`src/design/lss_pkg.sv`:
```
// ----------------------------------------------------------------------------
// lss_pkg
// Shared types, codes and constants of the LIFO stack with search.
// ----------------------------------------------------------------------------
`default_nettype none

package lss_pkg;

	localparam int LSS_DEPTH = 16;
	localparam int DATA_W    = 32;
	localparam int CMD_W     = 3;
	localparam int STS_W     = 2;
	localparam int POS_W     = 5;

	localparam logic [CMD_W-1:0] CMD_PUSH   = 3'd0;
	localparam logic [CMD_W-1:0] CMD_POP    = 3'd1;
	localparam logic [CMD_W-1:0] CMD_PEEK   = 3'd2;
	localparam logic [CMD_W-1:0] CMD_LIST   = 3'd3;
	localparam logic [CMD_W-1:0] CMD_COUNT  = 3'd4;
	localparam logic [CMD_W-1:0] CMD_SEARCH = 3'd5;
	localparam logic [CMD_W-1:0] CMD_CLEAR  = 3'd6;
	localparam logic [CMD_W-1:0] CMD_NOP    = 3'd7;

	localparam logic [STS_W-1:0] STS_OK       = 2'd0;
	localparam logic [STS_W-1:0] STS_EMPTY    = 2'd1;
	localparam logic [STS_W-1:0] STS_NOTFOUND = 2'd2;
	localparam logic [STS_W-1:0] STS_FULL     = 2'd3;

	typedef struct packed {
		logic accept;
		logic simple;
		logic rd_en;
		logic eval;
		logic finish;
	} lss_ctl_t;

	typedef struct packed {
		logic can_load;
		logic empty;
		logic eval_emit;
		logic walk_end;
		logic single;
		logic search;
	} lss_sts_t;

	function automatic logic cmd_walks(input logic [CMD_W-1:0] c);
		logic r;
		unique case (c) inside
			CMD_POP, CMD_PEEK, CMD_LIST, CMD_SEARCH: r = 1'b1;
			default: r = 1'b0;
		endcase
		return r;
	endfunction

endpackage

`default_nettype wire

```
`src/design/lss_ctrl.sv`:
```
// ----------------------------------------------------------------------------
// lss_ctrl
// Command sequencer: accepts items and steps the datapath through a walk.
// ----------------------------------------------------------------------------
`default_nettype none

module lss_ctrl
	import lss_pkg::*;
(
	input  wire logic             clk,
	input  wire logic             arst_n,
	input  wire logic             in_valid,
	input  wire logic [CMD_W-1:0] command,
	output logic                  in_stall,
	output lss_ctl_t              ctl,
	input  wire lss_sts_t         st
);

	typedef enum logic [1:0] {S_IDLE, S_READ, S_EVAL, S_FINISH} state_t;

	state_t state_q;
	state_t state_d;

	always_comb begin
		ctl     = '0;
		state_d = state_q;
		unique case (state_q)
			S_IDLE: begin
				if (in_valid && st.can_load) begin
					ctl.accept = 1'b1;
					if (cmd_walks(command) && !st.empty) begin
						state_d = S_READ;
					end else if (command != CMD_NOP) begin
						ctl.simple = 1'b1;
					end
				end
			end
			S_READ: begin
				ctl.rd_en = 1'b1;
				state_d   = S_EVAL;
			end
			S_EVAL: begin
				if (!st.eval_emit || st.can_load) begin
					ctl.eval = 1'b1;
					if (st.single) begin
						state_d = S_IDLE;
					end else if (st.walk_end) begin
						state_d = st.search ? S_FINISH : S_IDLE;
					end else begin
						state_d = S_READ;
					end
				end
			end
			S_FINISH: begin
				if (st.can_load) begin
					ctl.finish = 1'b1;
					state_d    = S_IDLE;
				end
			end
			default: state_d = S_IDLE;
		endcase
	end

	always_ff @(posedge clk or negedge arst_n) begin
		if (!arst_n) begin
			state_q <= S_IDLE;
		end else begin
			state_q <= state_d;
		end
	end

	assign in_stall = !((state_q == S_IDLE) && st.can_load);

endmodule

`default_nettype wire

```
`src/design/lss_dpath.sv`:
```
// ----------------------------------------------------------------------------
// lss_dpath
// Entry memory, occupancy, walk pointer, search hold and result register.
// ----------------------------------------------------------------------------
`default_nettype none

module lss_dpath
	import lss_pkg::*;
#(
	parameter int STACK_DEPTH = LSS_DEPTH
)
(
	input  wire logic                     clk,
	input  wire logic                     arst_n,
	input  wire logic [CMD_W-1:0]         command,
	input  wire logic signed [DATA_W-1:0] value,
	input  wire lss_ctl_t                 ctl,
	output lss_sts_t                      st,
	input  wire logic                     out_stall,
	output logic                          out_valid,
	output logic [STS_W-1:0]              status,
	output logic signed [DATA_W-1:0]      element,
	output logic [POS_W-1:0]              position,
	output logic [POS_W-1:0]              occupancy,
	output logic                          last
);

	localparam int CW = $clog2(STACK_DEPTH + 1);
	localparam int IW = $clog2(STACK_DEPTH);

	logic signed [DATA_W-1:0] mem [STACK_DEPTH];
	logic signed [DATA_W-1:0] rd_data_q;

	logic [CW-1:0]            count_q;
	logic [CW-1:0]            count_m1;
	logic [CW-1:0]            count_p1;
	logic [IW-1:0]            idx_q;
	logic [CW-1:0]            pos_q;
	logic [CMD_W-1:0]         cmd_q;
	logic signed [DATA_W-1:0] key_q;
	logic                     held_valid_q;
	logic [CW-1:0]            held_pos_q;

	logic                     full;
	logic                     match;
	logic                     do_write;

	logic                     out_valid_q;
	logic [STS_W-1:0]         status_q;
	logic signed [DATA_W-1:0] element_q;
	logic [POS_W-1:0]         position_q;
	logic [POS_W-1:0]         occupancy_q;
	logic                     last_q;

	logic                     ld;
	logic [STS_W-1:0]         ld_status;
	logic signed [DATA_W-1:0] ld_element;
	logic [CW-1:0]            ld_pos;
	logic [CW-1:0]            ld_occ;
	logic                     ld_last;
	logic [CW-1:0]            count_d;

	assign count_m1 = count_q - CW'(1);
	assign count_p1 = count_q + CW'(1);
	assign full     = (count_q == CW'(STACK_DEPTH));
	assign match    = (rd_data_q == key_q);
	assign do_write = ctl.simple && (command == CMD_PUSH) && !full;

	assign st.can_load  = !out_valid_q || !out_stall;
	assign st.empty     = (count_q == '0);
	assign st.search    = (cmd_q == CMD_SEARCH);
	assign st.single    = (cmd_q == CMD_POP) || (cmd_q == CMD_PEEK);
	assign st.walk_end  = (idx_q == '0);
	assign st.eval_emit = (cmd_q != CMD_SEARCH) || (match && held_valid_q);

	always_comb begin
		ld         = 1'b0;
		ld_status  = STS_OK;
		ld_element = '0;
		ld_pos     = '0;
		ld_occ     = count_q;
		ld_last    = 1'b1;
		count_d    = count_q;
		if (ctl.simple) begin
			ld = 1'b1;
			if (command == CMD_PUSH) begin
				if (full) begin
					ld_status = STS_FULL;
				end else begin
					ld_occ  = count_p1;
					count_d = count_p1;
				end
			end else if (command != CMD_COUNT) begin
				ld_occ  = '0;
				count_d = '0;
				if (count_q == '0) begin
					ld_status = STS_EMPTY;
				end
			end
		end else if (ctl.eval) begin
			ld = st.eval_emit;
			unique case (cmd_q)
				CMD_POP: begin
					ld_element = rd_data_q;
					ld_occ     = count_m1;
					count_d    = count_m1;
				end
				CMD_PEEK: begin
					ld_element = rd_data_q;
				end
				CMD_LIST: begin
					ld_element = rd_data_q;
					ld_pos     = pos_q;
					ld_last    = st.walk_end;
				end
				default: begin
					ld_element = key_q;
					ld_pos     = held_pos_q;
					ld_last    = 1'b0;
				end
			endcase
		end else if (ctl.finish) begin
			ld = 1'b1;
			if (held_valid_q) begin
				ld_element = key_q;
				ld_pos     = held_pos_q;
			end else begin
				ld_status = STS_NOTFOUND;
			end
		end
	end

	always_ff @(posedge clk) begin
		if (do_write) begin
			mem[count_q[IW-1:0]] <= value;
		end
		if (ctl.rd_en) begin
			rd_data_q <= mem[idx_q];
		end
	end

	always_ff @(posedge clk or negedge arst_n) begin
		if (!arst_n) begin
			count_q      <= '0;
			held_valid_q <= 1'b0;
			out_valid_q  <= 1'b0;
		end else begin
			count_q <= count_d;
			if (ctl.accept) begin
				held_valid_q <= 1'b0;
			end else if (ctl.eval && st.search && match) begin
				held_valid_q <= 1'b1;
			end
			if (ld) begin
				out_valid_q <= 1'b1;
			end else if (!out_stall) begin
				out_valid_q <= 1'b0;
			end
		end
	end

	always_ff @(posedge clk) begin
		if (ctl.accept) begin
			cmd_q <= command;
			key_q <= value;
			idx_q <= count_m1[IW-1:0];
			pos_q <= CW'(1);
		end else if (ctl.eval) begin
			idx_q <= idx_q - IW'(1);
			pos_q <= pos_q + CW'(1);
			if (st.search && match) begin
				held_pos_q <= pos_q;
			end
		end
		if (ld) begin
			status_q    <= ld_status;
			element_q   <= ld_element;
			position_q  <= POS_W'(ld_pos);
			occupancy_q <= POS_W'(ld_occ);
			last_q      <= ld_last;
		end
	end

	assign out_valid = out_valid_q;
	assign status    = status_q;
	assign element   = element_q;
	assign position  = position_q;
	assign occupancy = occupancy_q;
	assign last      = last_q;

endmodule

`default_nettype wire

```
`src/design/lifo_stack_with_search.sv`:
```
// ----------------------------------------------------------------------------
// lifo_stack_with_search
// Bounded LIFO stack of signed words with push, pop, peek, list, count,
// search and clear commands.
// ----------------------------------------------------------------------------
// Usage:
//   Command channel: command and value, taken when in_valid is high and
//   in_stall is low. Result channel: status, element, position, occupancy
//   and last, taken when out_valid is high and out_stall is low. Every
//   command but code 7 yields one or more results; last marks the final one.
//   Sequence: push, count, clear and the empty, full cases load their result
//   register on acceptance. Pop and peek first do the memory read, then
//   evaluate. List and search read one entry at a time, newest first,
//   through the single registered memory read port, each read followed by
//   its evaluation; search gives one more result once the walk ends.
//   The next command is taken once the walk is done and the result register
//   is free. The result register holds while out_stall is high and the walk
//   waits on it; in_stall stays high meanwhile.
//   Reset empties the stack and drops any pending result; entry contents
//   are not cleared, as only written entries are ever read.
// ----------------------------------------------------------------------------
`default_nettype none

module lifo_stack_with_search
	import lss_pkg::*;
#(
	parameter int STACK_DEPTH = LSS_DEPTH
)
(
	input  wire logic                     clk,
	input  wire logic                     arst_n,
	input  wire logic                     in_valid,
	output logic                          in_stall,
	input  wire logic [CMD_W-1:0]         command,
	input  wire logic signed [DATA_W-1:0] value,
	output logic                          out_valid,
	input  wire logic                     out_stall,
	output logic [STS_W-1:0]              status,
	output logic signed [DATA_W-1:0]      element,
	output logic [POS_W-1:0]              position,
	output logic [POS_W-1:0]              occupancy,
	output logic                          last
);

	lss_ctl_t ctl;
	lss_sts_t st;

	lss_ctrl u_ctrl (
		.clk      (clk),
		.arst_n   (arst_n),
		.in_valid (in_valid),
		.command  (command),
		.in_stall (in_stall),
		.ctl      (ctl),
		.st       (st)
	);

	lss_dpath #(
		.STACK_DEPTH (STACK_DEPTH)
	) u_dpath (
		.clk       (clk),
		.arst_n    (arst_n),
		.command   (command),
		.value     (value),
		.ctl       (ctl),
		.st        (st),
		.out_stall (out_stall),
		.out_valid (out_valid),
		.status    (status),
		.element   (element),
		.position  (position),
		.occupancy (occupancy),
		.last      (last)
	);

endmodule

`default_nettype wire

```
`config.mk`:
```
export PLATFORM = sky130hd
export DESIGN_NAME = lifo_stack_with_search
export DESIGN_NICKNAME = d
export VERILOG_FILES = /design/src/design/lss_pkg.sv /design/src/design/lss_ctrl.sv /design/src/design/lss_dpath.sv /design/src/design/lifo_stack_with_search.sv
export SDC_FILE = /design/constraint.sdc
export NUM_CORES = 1
export LEC_CHECK = 0
export ABC_AREA = 1
export ABC_CLOCK_PERIOD_IN_PS = 7100
export BUFFER_PORTS_ARGS = -buffer_cell sky130_fd_sc_hd__buf_2
export CAP_MARGIN = 0
export CORE_MARGIN = 8
export CORE_UTILIZATION = 60
export DETAILED_ROUTE_END_ITERATION = 16
export PLACE_DENSITY = 0.88
export SYNTH_ARGS = -nofsm -noshare
export SYNTH_HDL_FRONTEND = slang
export SYNTH_SLANG_ARGS = --single-unit
export TNS_END_PERCENT = 20
```
`constraint.sdc`:
```
create_clock -name clk -period 7.1 [get_ports clk]
set_input_delay 2.13 -clock clk [delete_from_list [all_inputs] [get_ports clk]]
set_output_delay 2.13 -clock clk [all_outputs]
set_load 0.1 [all_outputs]
```
==> impl_metrics.py <==
metrics = {
    "run_status": {
        "status": "completed",
    },
    "power": {
        "p_leak_uw": 0.009704,
        "p_clk_frac": 0.263,
        "switching_share": 0.3901,
        "p_total_uw": 12120,
        "combPwrFrac": 0.336,
        "p_int_uw": 7391,
        "p_sw_uw": 4726,
        "p_per_area_nw_per_um2": 419.8,
        "pwr-share-seq": 0.401,
        "peakVddDrop_mv": 0.3031,
    },
    "global_route": {
        "track_usage": 0.2477,
        "grt_max_degree": 158,
        "first_global_vias": 16510,
        "grt_pass1_wl_um": 95640,
        "antenna_found_initial": 4,
        "gr-total-overflow": 0,
    },
    "synthesis": {
        "synth.distinct_cells": 39,
        "syn_nets": 2072,
        "avgSynthCellArea_um2": 12.85,
        "synth-async-reset-ratio": 0.01391,
        "ys_ff_latch": 647,
        "yosysSeqAreaShare": 0.7432,
        "synth-edff-count": 633,
        "synth-warning-count": 0,
        "netlist_area_um2": 26010,
        "synthCells": 2025,
        "synth_top_flop_cell": "edfxtp_1",
    },
    "clock_tree": {
        "ctsHoldBuffers": 0,
        "clock_latency_ps": 640,
        "clockRootBuffer": "clkbuf_16",
        "clock_sink_count": 647,
        "htreeDepth": 2,
        "cts_resized": 0,
        "clockBufferDepth": 3,
        "cts_tree": "built",
        "post_cts_buffers": 0,
        "cts_buffers": 58,
        "clk_pin_slew_ps": 60,
    },
    "floorplanning": {
        "rows": 76,
        "core_area_um2": 42980,
        "dieArea_um2": 50270,
        "die_w_um": 224.2,
        "start_util": 0.6052,
        "num_io_pins": 86,
        "fp.dieH_um": 224.2,
    },
    "timing": {
        "finalSetupViolations": 0,
        "max_clock_freq_mhz": 200.4,
        "slew_headroom": 0.1886,
        "fin_tns_setup_ps": 0,
        "skew_ps": 22.84,
        "finalHoldViolCount": 0,
        "rsz0062_at_grt": "false",
        "fin_crit_sh": 0.7029,
        "max_slew.worst_pin.slew_ps": 1214,
        "drv_slew": 0,
        "layout_min_cycle_time_ps": 4990,
    },
    "placement": {
        "dp_cells": 2589,
        "gp_congestion": 0.8950,
        "io_buffers": 85,
        "dp_hpwl_um": 37560,
    },
    "critical_path": {
        "crit_type": "input port to output port",
        "crit_fanout": 5,
        "cp.required_ps": 4970,
        "cp-start-kind": "input port",
        "crit_path_end_kind": "output port",
        "cp.arrival_ps": 2860,
    },
    "route": {
        "dr_total_vias": 17440,
        "drtIter0Drc": 2937,
        "via_per_inst": 6.468,
        "drtAntennaViolNets": 0,
        "wl_per_cell_um": 23.90,
        "firstDrtPassIters": 8,
        "post-route-drc-count": 0,
        "wl_um": 64450,
    },
    "layout": {
        "stdcell_count": 2697,
        "drive_gt1_frac": 0.1076,
        "syn2layout_area_growth_pct": 10.96,
        "layout.nets": 2112,
    },
    "flow_run": {
        "drv_cap": 0,
    },
    "hold_path": {
        "hp-class": "register to register",
    },
}
[layer usage]
layer  track usage  vias up  wire length, µm
li1              -     7459                -
met1        0.3268     8398            22670
met2        0.3952     1393            30760
met3       0.06448      190             8818
met4       0.09517        4             2175
met5             0        -               26
[sequential cells by signal (all words and copies together) (netlist names), 32 cells and up]
signal,flops
u_dpath.mem,512
u_dpath.key_q,32
u_dpath.rd_data_q,32
u_dpath.element,32
[cell families after synthesis]
| kind of cell | synth area share |
|---|---|
| DFF | 0.7432 |
| adders and majority gates | 0.003848 |
| and+or+nand+nor | 0.1087 |
| AOI/OAI and AO/OA | 0.1020 |
| buffers and inverters | 0.02867 |
| muxes | 0.003079 |
| xor gates and xnor gates | 0.01044 |
[layout by cell type, fill, tap and decap left out, drive strengths merged]
cell / instances
nand4: 3
nor3: 5
clkbuf: 66
o21ai: 297
nand2: 312
xnor2: 23
o31ai: 1
dfxtp: 5
diode: 2
xor2: 8
buf: 97
a31oi: 1
o221ai: 46
nor4: 2
ha: 8
mux2i: 8
dfrtp: 9
clkinvlp: 2
a32oi: 1
o211ai: 19
inv: 58
nor2: 301
bufinv: 8
o22ai: 86
edfxtp: 633
clkinv: 30
nand3: 71
a21oi: 10
[synthesized netlist by cell type (2+ instances only)]
cell	number	area [µm²]
nor2_2	3	18.77
nand4_1	3	18.77
buf_6	3	33.78
buf_4	4	30.03
nand3_2	4	40.04
nand2_1	307	1152
o21ai_1	9	45.04
ha_1	8	100.1
buf_1	2	7.510
edfxtp_1	633	19010
o221ai_1	46	402.9
o22ai_1	86	538.0
nand3_1	67	335.3
xnor2_1	23	201.4
a21oi_1	9	45.04
nor3_2	3	30.03
xor2_1	8	70.07
buf_2	25	125.1
nand2_8	2	40.04
nor2_4	3	33.78
dfrtp_1	9	225.2
nor4_1	2	12.51
inv_2	4	15.01
o211ai_1	19	142.6
nand2_4	2	22.52
clkinv_1	3	11.26
nor3_1	2	10.01
o21ai_0	288	1441
inv_1	52	195.2
dfxtp_1	5	100.1
nor2_1	295	1107
clkbuf_1	82	307.8
mux2i_1	8	80.08
[path summary, 6_finish.rpt]
kind	from	cells after the start	slack [ps]	endpoint
worst max-delay path	out_stall	4	2110	in_stall
worst min-delay path	u_dpath.pos_q[4]	0	470	u_dpath.held_pos_q[4]
worst max register to register	u_ctrl.state_q[1]	8	3300	u_dpath.mem[10][15]
worst min register to register	u_dpath.pos_q[4]	0	470	u_dpath.held_pos_q[4]
max in group asynchronous	arst_n	1	5550	u_dpath.out_valid
min in group asynchronous	arst_n	1	1350	u_ctrl.state_q[0]
[area by class of cell]
class,instances,area (µm²)
flip-flops and latches,647,19330
fillers,2677,14120
multi-input cells,1202,6087
clock buffers,66,1481
well taps,585,732.0
repair buffers,97,560.5
clock inverters,39,436.7
inverters,59,226.5
diodes,2,5.005
[stage by stage]
stage          instance area, µm²  utilization  setup slack (ps)  hold slack [ps]
6_report                    28860       0.6715              2110            474.5
5_1_grt                     28860       0.6715              2027            494.4
4_1_cts                     28830       0.6708              2108            471.2
3_5_place_dp                26910       0.6261              1597            454.4
3_3_place_gp                26910       0.6261              1775            442.1
2_1_floorplan               26010            -              2009            430.5
[power groups by stage]
| stage | combinational (µW) | sequential (µW) | clock [µW] |
|---|---|---|---|
| 3_5_place_dp | 3870 | 4950 | 0 |
| 2_1_floorplan | 2180 | 5510 | 0 |
| 5_1_grt | 4320 | 4880 | 3330 |
| 4_1_cts | 3930 | 4870 | 3180 |
| 6_report | 4070 | 4860 | 3190 |
| 3_3_place_gp | 3720 | 4930 | 0 |
[critical path: stages]
cell	delay (ps)
buf_2	80
nand2_1	130
nand2_1	100
buf_2	420
No activity file was read; power rests on OpenSTA's default activity.
